[src/rtl/oat_pkg.sv]
`timescale 1ns / 1ps

package oat_pkg;

  // Field widths of the command and result beats
  localparam int KIND_W      = 2;
  localparam int VALUE_W     = 32;
  localparam int POS_W       = 4;
  localparam int STATUS_W    = 2;
  localparam int FOUND_W     = 4;
  localparam int COUNT_W     = 5;
  localparam int IN_TDATA_W  = 40;
  localparam int OUT_TDATA_W = 16;

  // Default table depth
  localparam int DEPTH_DEF = 16;

  typedef enum logic [KIND_W-1:0] {
    KIND_INSERT = 2'd0,
    KIND_DELETE = 2'd1,
    KIND_SEARCH = 2'd2,
    KIND_UPDATE = 2'd3
  } kind_t;

  typedef enum logic [STATUS_W-1:0] {
    STAT_OK     = 2'd0,
    STAT_FULL   = 2'd1,
    STAT_BADPOS = 2'd2,
    STAT_NOKEY  = 2'd3
  } status_t;

  typedef enum logic [2:0] {
    ST_IDLE,
    ST_RD,
    ST_SHIFT,
    ST_CMP,
    ST_PUT,
    ST_FIN
  } state_t;

endpackage

[src/rtl/oat_store.sv]
`timescale 1ns / 1ps

module oat_store #(
  parameter int DEPTH = oat_pkg::DEPTH_DEF,
  parameter int IW    = $clog2(DEPTH)
) (
  input  logic                        clk,
  input  logic                        wr_en,
  input  logic [IW-1:0]               wr_addr,
  input  logic [oat_pkg::VALUE_W-1:0] wr_data,
  input  logic [IW-1:0]               rd_addr,
  output logic [oat_pkg::VALUE_W-1:0] rd_data
);

  logic [oat_pkg::VALUE_W-1:0] mem [DEPTH];
  logic [oat_pkg::VALUE_W-1:0] rd_data_r;

  // Write one entry per cycle
  always_ff @(posedge clk) begin
    if (wr_en) begin
      mem[wr_addr] <= wr_data;
    end
  end

  // Registered read
  always_ff @(posedge clk) begin
    rd_data_r <= mem[rd_addr];
  end

  assign rd_data = rd_data_r;

endmodule

[src/rtl/ordered_array_table_core.sv]
`timescale 1ns / 1ps

// Positional table of DEPTH signed 32-bit entries with a fill count. Each command beat
// (insert, delete, search or update) gives one result beat carrying status, search
// index and the fill count after the command. The block takes one command at a time
// and walks the entry memory through its one read port and one write port, with a read state
// (ST_RD) and then a write or compare state (ST_SHIFT or ST_CMP) for each entry moved or
// examined; an accepted insert or update ends by writing the new value (ST_PUT). A
// result waiting in the output register holds off the next completion only.

module ordered_array_table_core #(
  parameter int DEPTH = oat_pkg::DEPTH_DEF
) (
  input  logic                            clk,
  input  logic                            rst_n,
  input  logic                            in_tvalid,
  output logic                            in_tready,
  input  logic [oat_pkg::IN_TDATA_W-1:0]  in_tdata,   // kind[1:0], value[33:2], position[37:34]
  output logic                            out_tvalid,
  input  logic                            out_tready,
  output logic [oat_pkg::OUT_TDATA_W-1:0] out_tdata   // status[1:0], found_index[5:2], count[10:6]
);

  localparam int IW = $clog2(DEPTH);
  localparam int CW = $clog2(DEPTH + 1);
  localparam int KW = (CW > oat_pkg::POS_W) ? CW : oat_pkg::POS_W;

  // Unpack the command beat
  oat_pkg::kind_t               in_kind;
  logic [oat_pkg::VALUE_W-1:0]  in_value;
  logic [oat_pkg::POS_W-1:0]    in_pos;
  logic [KW-1:0]                pos_k;
  logic [KW-1:0]                cnt_k;
  logic                         in_fire;

  oat_pkg::state_t              state_r, state_nxt;
  oat_pkg::kind_t               kind_r, kind_nxt;
  logic [oat_pkg::VALUE_W-1:0]  val_r, val_nxt;
  logic [IW-1:0]                pos_r, pos_nxt;
  logic [IW-1:0]                ptr_r, ptr_nxt;
  logic [CW-1:0]                count_r, count_nxt;
  oat_pkg::status_t             status_r, status_nxt;
  logic [oat_pkg::FOUND_W-1:0]  found_r, found_nxt;
  logic                         out_valid_r, out_valid_nxt;
  logic [oat_pkg::OUT_TDATA_W-1:0] out_data_r, out_data_nxt;

  logic                         wr_en;
  logic [IW-1:0]                wr_addr;
  logic [oat_pkg::VALUE_W-1:0]  wr_data;
  logic [IW-1:0]                rd_addr;
  logic [oat_pkg::VALUE_W-1:0]  rd_data;

  assign in_kind  = oat_pkg::kind_t'(in_tdata[1:0]);
  assign in_value = in_tdata[33:2];
  assign in_pos   = in_tdata[37:34];
  assign pos_k    = KW'(in_pos);
  assign cnt_k    = KW'(count_r);
  assign in_fire  = in_tvalid && in_tready;

  oat_store #(
    .DEPTH (DEPTH),
    .IW    (IW)
  ) u_store (
    .clk     (clk),
    .wr_en   (wr_en),
    .wr_addr (wr_addr),
    .wr_data (wr_data),
    .rd_addr (rd_addr),
    .rd_data (rd_data)
  );

  assign in_tready  = (state_r == oat_pkg::ST_IDLE);
  assign out_tvalid = out_valid_r;
  assign out_tdata  = out_data_r;

  // Control registers
  always_ff @(posedge clk) begin
    if (!rst_n) begin
      state_r     <= oat_pkg::ST_IDLE;
      count_r     <= '0;
      out_valid_r <= 1'b0;
    end else begin
      state_r     <= state_nxt;
      count_r     <= count_nxt;
      out_valid_r <= out_valid_nxt;
    end
  end

  // Payload registers
  always_ff @(posedge clk) begin
    kind_r     <= kind_nxt;
    val_r      <= val_nxt;
    pos_r      <= pos_nxt;
    ptr_r      <= ptr_nxt;
    status_r   <= status_nxt;
    found_r    <= found_nxt;
    out_data_r <= out_data_nxt;
  end

  // Sequencer
  always_comb begin
    state_nxt     = state_r;
    kind_nxt      = kind_r;
    val_nxt       = val_r;
    pos_nxt       = pos_r;
    ptr_nxt       = ptr_r;
    count_nxt     = count_r;
    status_nxt    = status_r;
    found_nxt     = found_r;
    out_data_nxt  = out_data_r;
    out_valid_nxt = out_valid_r;
    wr_en         = 1'b0;
    wr_addr       = ptr_r;
    wr_data       = rd_data;
    rd_addr       = ptr_r;

    // Retire a taken result beat
    if (out_valid_r && out_tready) begin
      out_valid_nxt = 1'b0;
    end

    unique case (state_r)
      oat_pkg::ST_IDLE: begin
        if (in_fire) begin
          kind_nxt   = in_kind;
          val_nxt    = in_value;
          pos_nxt    = IW'(in_pos);
          status_nxt = oat_pkg::STAT_OK;
          found_nxt  = '0;
          state_nxt  = oat_pkg::ST_FIN;
          unique case (in_kind)
            oat_pkg::KIND_INSERT: begin
              if (count_r >= CW'(DEPTH)) begin
                status_nxt = oat_pkg::STAT_FULL;
              end else if (pos_k > cnt_k) begin
                status_nxt = oat_pkg::STAT_BADPOS;
              end else if (pos_k == cnt_k) begin
                state_nxt = oat_pkg::ST_PUT;
              end else begin
                ptr_nxt   = IW'(count_r);
                state_nxt = oat_pkg::ST_RD;
              end
            end
            oat_pkg::KIND_DELETE: begin
              if (pos_k >= cnt_k) begin
                status_nxt = oat_pkg::STAT_BADPOS;
              end else if (pos_k + KW'(1) == cnt_k) begin
                count_nxt = count_r - CW'(1);
              end else begin
                ptr_nxt   = IW'(in_pos);
                state_nxt = oat_pkg::ST_RD;
              end
            end
            oat_pkg::KIND_SEARCH: begin
              if (count_r == '0) begin
                status_nxt = oat_pkg::STAT_NOKEY;
              end else begin
                ptr_nxt   = '0;
                state_nxt = oat_pkg::ST_RD;
              end
            end
            oat_pkg::KIND_UPDATE: begin
              if (pos_k >= cnt_k) begin
                status_nxt = oat_pkg::STAT_BADPOS;
              end else begin
                state_nxt = oat_pkg::ST_PUT;
              end
            end
            default: begin
              status_nxt = oat_pkg::STAT_BADPOS;
            end
          endcase
        end
      end

      // Read the source entry of this step
      oat_pkg::ST_RD: begin
        case (kind_r)
          oat_pkg::KIND_INSERT: rd_addr = ptr_r - IW'(1);
          oat_pkg::KIND_DELETE: rd_addr = ptr_r + IW'(1);
          default:              rd_addr = ptr_r;
        endcase
        state_nxt = (kind_r == oat_pkg::KIND_SEARCH) ? oat_pkg::ST_CMP : oat_pkg::ST_SHIFT;
      end

      // Move one entry up or down
      oat_pkg::ST_SHIFT: begin
        wr_en   = 1'b1;
        wr_addr = ptr_r;
        wr_data = rd_data;
        if (kind_r == oat_pkg::KIND_INSERT) begin
          ptr_nxt   = ptr_r - IW'(1);
          state_nxt = (ptr_r - IW'(1) == pos_r) ? oat_pkg::ST_PUT : oat_pkg::ST_RD;
        end else begin
          ptr_nxt = ptr_r + IW'(1);
          if (CW'(ptr_r) + CW'(2) == count_r) begin
            count_nxt = count_r - CW'(1);
            state_nxt = oat_pkg::ST_FIN;
          end else begin
            state_nxt = oat_pkg::ST_RD;
          end
        end
      end

      // Compare one entry against the key
      oat_pkg::ST_CMP: begin
        if (rd_data == val_r) begin
          found_nxt = oat_pkg::FOUND_W'(ptr_r);
          state_nxt = oat_pkg::ST_FIN;
        end else if (CW'(ptr_r) + CW'(1) == count_r) begin
          status_nxt = oat_pkg::STAT_NOKEY;
          state_nxt  = oat_pkg::ST_FIN;
        end else begin
          ptr_nxt   = ptr_r + IW'(1);
          state_nxt = oat_pkg::ST_RD;
        end
      end

      // Write the new value into its slot
      oat_pkg::ST_PUT: begin
        wr_en   = 1'b1;
        wr_addr = pos_r;
        wr_data = val_r;
        if (kind_r == oat_pkg::KIND_INSERT) begin
          count_nxt = count_r + CW'(1);
        end
        state_nxt = oat_pkg::ST_FIN;
      end

      // Hand the result to the output register once it is free
      oat_pkg::ST_FIN: begin
        if (!out_valid_r || out_tready) begin
          out_data_nxt  = {(oat_pkg::OUT_TDATA_W - 11)'(0),
                           oat_pkg::COUNT_W'(count_r), found_r, status_r};
          out_valid_nxt = 1'b1;
          state_nxt     = oat_pkg::ST_IDLE;
        end
      end

      default: begin
        state_nxt = oat_pkg::ST_IDLE;
      end
    endcase
  end

endmodule
[config.mk]
export PLATFORM = sky130hd
export DESIGN_NAME = ordered_array_table_core
export DESIGN_NICKNAME = d
export VERILOG_FILES = /design/src/rtl/oat_pkg.sv /design/src/rtl/oat_store.sv /design/src/rtl/ordered_array_table_core.sv
export SDC_FILE = /design/constraint.sdc
export NUM_CORES = 1
export LEC_CHECK = 0
export ABC_AREA = 1
export ABC_CLOCK_PERIOD_IN_PS = 4300
export BUFFER_PORTS_ARGS = -buffer_cell sky130_fd_sc_hd__buf_4
export CAP_MARGIN = 10
export CORE_UTILIZATION = 63
export CTS_BUF_LIST = sky130_fd_sc_hd__clkbuf_16
export CTS_CLUSTER_DIAMETER = 100
export DETAILED_ROUTE_END_ITERATION = 8
export PLACE_DENSITY = 0.8
export SLEW_MARGIN = 20
export SYNTH_ARGS = -nofsm -noshare
export SYNTH_HDL_FRONTEND = slang
export SYNTH_HIERARCHICAL = 1
export SYNTH_SLANG_ARGS = --single-unit
[constraint.sdc]
create_clock -name clk -period 4.3 [get_ports clk]
set_input_delay 0.215 -clock clk [delete_from_list [all_inputs] [get_ports clk]]
set_output_delay 0.215 -clock clk [all_outputs]
set_load 0.1 [all_outputs]
==> results_dict.tcl <==
set metrics [dict create \
    tritoncts.num_buffers 59 \
    critical_path_class "reg2reg" \
    final_common_cell "sky130_fd_sc_hd__nand2_1" \
    final_layout_size_suffix_gt1_frac 0.08996 \
    p_per_area_nw_per_um2 742.4 \
    finalMaxSlewViolations 0 \
    crit_arrival_ns 3.91 \
    yosys_warnings 6 \
    finalWorstPathRequiredPeriod_ns 3.404 \
    ir_drop_uv 674.0 \
    p_int_mw 13.83 \
    coreArea_um2 42230 \
    critPathRequiredTime_ns 4.80 \
    antenna_violating_nets_post_route 0 \
    place_worst_setup_slack_ns 1.031 \
    number_of_antenna_violations_at_the_first_check_in_global_routing 1 \
    synthesis.area_um2 27120 \
    hold_start "in_tvalid" \
    drt_pre_antenna_iters 8 \
    cts_tree "yes" \
    clk_latency_ns 0.63 \
    worst_hold_path_type "in2reg" \
    route.detailed.drc 0 \
    power.net_switching_mw 8.812 \
    outcome "completed" \
    io_buffer_count 54 \
    area.growth.synth_to_final_pct 12.47 \
    vias_per_cell 5.696 \
    area_share_of_the_leading_cell_type_in_the_synthesized_netlist 0.6323 \
    synth_area_leaders "sky130_fd_sc_hd__edfxtp_1, sky130_fd_sc_hd__nand2_1, sky130_fd_sc_hd__nand3_1" \
    ios 62 \
    grt_use_total 0.2973 \
    fp.dieArea_um2 43880 \
    timing.fmax_ghz 0.2938 \
    floorplan.initialDensity 0.6422 \
    grt.overflow.total 0 \
    hold_viol_final 0 \
    design.final.nets 2790 \
    drtIter0Drc 2422 \
    synth_area_leader_cell "sky130_fd_sc_hd__edfxtp_1" \
    grt_pass1_vias 18427 \
    totalWireLength_um 64640 \
    fp.dieH_um 209.5 \
    die_w_um 209.5 \
    worst_slew_margin_rel 0.3356 \
    netlist_instances 2641 \
    sw_frac_of_total 0.3892 \
    sequentialPowerShare 0.388 \
    combinational_cell_fraction_of_total_power 0.382 \
    wire_per_inst_um 19.48 \
    vias 18906 \
    cts.path.max_buffers 3 \
    clockRootBuffer "sky130_fd_sc_hd__clkbuf_16" \
    finalWeightedCongestion 0.8946 \
    timing.final.setup_violations 0 \
    clock_power_share 0.230 \
    fin_skew_ns 0.02283 \
    yosys_register_bits 612 \
    mostFrequentLayoutCells "sky130_fd_sc_hd__nand2_1, sky130_fd_sc_hd__edfxtp_1, sky130_fd_sc_hd__inv_1" \
    timing.final.ws_setup_ns 0.8959 \
    max_cap_violations 0 \
    seq_area_frac_synth 0.6625 \
    cts-htree-levels 2 \
    crit_start "ptr_r[2]" \
    pin_count_of_the_biggest_net_entering_global_routing 157 \
    power.static_leakage_nw 13.08 \
    final.setup.tns_ns 0 \
    final.period_utilization 0.7916 \
    worst_r2r_startpoint "ptr_r[2]" \
    wire_length_of_the_first_global_routing_pass_um 98940 \
    rows 75 \
    rsz0062_at_grt "false" \
    post_detail_place_hpwl_um 34140 \
    crit_fanout 18 \
    post_synth.cell_area_avg_um2 10.27 \
    post_cts_buffers 0 \
    clkSlewWorstSetupHoldPaths_ns 0.06 \
    cts_sinks 612 \
    synth.lib_cells_used.distinct 41 \
    end_kind "flip-flop" \
    worstMarginPinSlew_ns 0.9904 \
    crit_path_start_kind "flip-flop" \
]
-- final timing paths --
path	end	slack (ns)	cells after the start
hold reg to reg	out_tdata[2]	0.42	0
hold / removal	state_r[0]	0.05	5
setup reg to reg	u_store/rd_data[15]	0.90	13
setup / recovery	u_store/rd_data[15]	0.90	13
-- power by group through the flow --
| stage | clock, mW | combinational, mW | sequential, mW |
|---|---|---|---|
| 2_1_floorplan | 0 | 6.17 | 8.84 |
| 3_3_place_gp | 0 | 8.05 | 8.87 |
| 3_5_place_dp | 0 | 8.36 | 8.89 |
| 4_1_cts | 5.25 | 8.50 | 8.78 |
| 5_1_grt | 5.48 | 9.43 | 8.85 |
| 6_report | 5.22 | 8.64 | 8.78 |
-- cells in the mapped netlist --
library cell                count
sky130_fd_sc_hd__o21bai_1       1
sky130_fd_sc_hd__o21ai_0       35
sky130_fd_sc_hd__buf_12         1
sky130_fd_sc_hd__clkbuf_1      17
sky130_fd_sc_hd__nor2_1        62
sky130_fd_sc_hd__o211ai_1       3
sky130_fd_sc_hd__nor2_4         2
sky130_fd_sc_hd__mux2_2        21
sky130_fd_sc_hd__a21boi_2       1
sky130_fd_sc_hd__ha_1          17
sky130_fd_sc_hd__buf_2         46
sky130_fd_sc_hd__buf_6         29
sky130_fd_sc_hd__edfxtp_1     571
sky130_fd_sc_hd__or2_2          1
sky130_fd_sc_hd__buf_1         14
sky130_fd_sc_hd__inv_1        457
sky130_fd_sc_hd__xor2_1         7
sky130_fd_sc_hd__xnor2_1       24
sky130_fd_sc_hd__a21oi_1       13
sky130_fd_sc_hd__a221o_1        1
sky130_fd_sc_hd__fa_1           1
sky130_fd_sc_hd__nor2_2         1
sky130_fd_sc_hd__and3_2         1
sky130_fd_sc_hd__inv_4          1
sky130_fd_sc_hd__nor3_1         5
sky130_fd_sc_hd__o2111ai_1      1
sky130_fd_sc_hd__a31oi_1        2
sky130_fd_sc_hd__nand4_1        5
sky130_fd_sc_hd__buf_4         12
sky130_fd_sc_hd__o21ai_1        2
sky130_fd_sc_hd__nand3_4        1
sky130_fd_sc_hd__nand3b_1       4
sky130_fd_sc_hd__o221ai_1       1
sky130_fd_sc_hd__inv_2          9
sky130_fd_sc_hd__nand3_1      415
sky130_fd_sc_hd__nand3_2        1
sky130_fd_sc_hd__dfxtp_1       41
sky130_fd_sc_hd__nand2_1      809
sky130_fd_sc_hd__a21oi_2        1
sky130_fd_sc_hd__conb_1         1
sky130_fd_sc_hd__o22ai_1        4
-- per-layer routing --
layer	GRT usage	routed length (µm)	vias to the layer above	part of all wire
met3	0.04220	6380	221	0.099
met1	0.3869	24010	8896	0.37
met2	0.4931	31320	1065	0.48
met4	0.1505	2924	0	0.045
met5	0	0	-	0
li1	-	-	8724	-
-- critical path, stage by stage (launching register included) --
cell	delay (ns)
sky130_fd_sc_hd__edfxtp_1	0.53
sky130_fd_sc_hd__inv_1	0.23
sky130_fd_sc_hd__ha_1	0.24
sky130_fd_sc_hd__nand2_1	0.10
sky130_fd_sc_hd__nand2_1	0.08
sky130_fd_sc_hd__nand2_1	0.08
sky130_fd_sc_hd__nand3_1	0.12
sky130_fd_sc_hd__o21ai_0	0.11
sky130_fd_sc_hd__nand2_1	0.11
sky130_fd_sc_hd__o21ai_4	0.09
sky130_fd_sc_hd__clkinv_1	0.78
sky130_fd_sc_hd__buf_4	0.56
sky130_fd_sc_hd__nand3_1	0.15
sky130_fd_sc_hd__nand2_1	0.08
-- layout make-up --
cell class,instances,area [µm²]
antenna,1,2.502
fill,2749,11730
sequential,612,17970
multi-input combinational,1447,6813
clock buffer,60,1501
tap,539,674.4
timing repair buffer,141,1321
clock inverter,52,460.4
inverter,467,1760
-- repair_timing --
| action | in CTS | in global routing |
|---|---|---|
| gates resized for setup | 0 | 0 |
| endpoints found under the hold margin | 47 | 0 |
| hold buffers | 40 | 0 |
-- per-stage QoR --
stage                     std cells  power, mW  hold WS [ns]  area, µm²    util
after floorplan                2645      15.02        0.3139      27130       -
after global placement         3166      16.91        0.3929      28140  0.6663
after detailed placement       3166      17.25        0.3943      28140  0.6663
after CTS                      3318      22.53       0.03174      30500  0.7222
after global routing           3318      23.75       0.08315      30500  0.7222
final                          3319      22.64       0.05210      30500  0.7223
-- logic make-up after synthesis --
family                     after synthesis  synth area share
and+or+nand+nor                       1307            0.2029
DFF                                    612            0.6625
buffers and inverters                  586           0.09361
AOI/OAI and AO/OA                       65           0.01347
xor gates and xnor gates                31           0.01001
muxes                                   21          0.008720
adders and majority gates               18          0.008582
other                                    1         0.0001383
-- flip-flops by register name (all words and copies together) (netlist names) --
| name | cells |
|---|---|
| found_r | 4 |
| val_r | 32 |
| state_r | 3 |
| u_store/mem | 512 |
| kind_r | 2 |
| out_tdata | 11 |
| out_tvalid | 1 |
| ptr_r | 4 |
| cnt_k | 5 |
| pos_r | 4 |
| u_store/rd_data | 32 |
| status_r | 2 |
(Power assumes the default switching activity.)
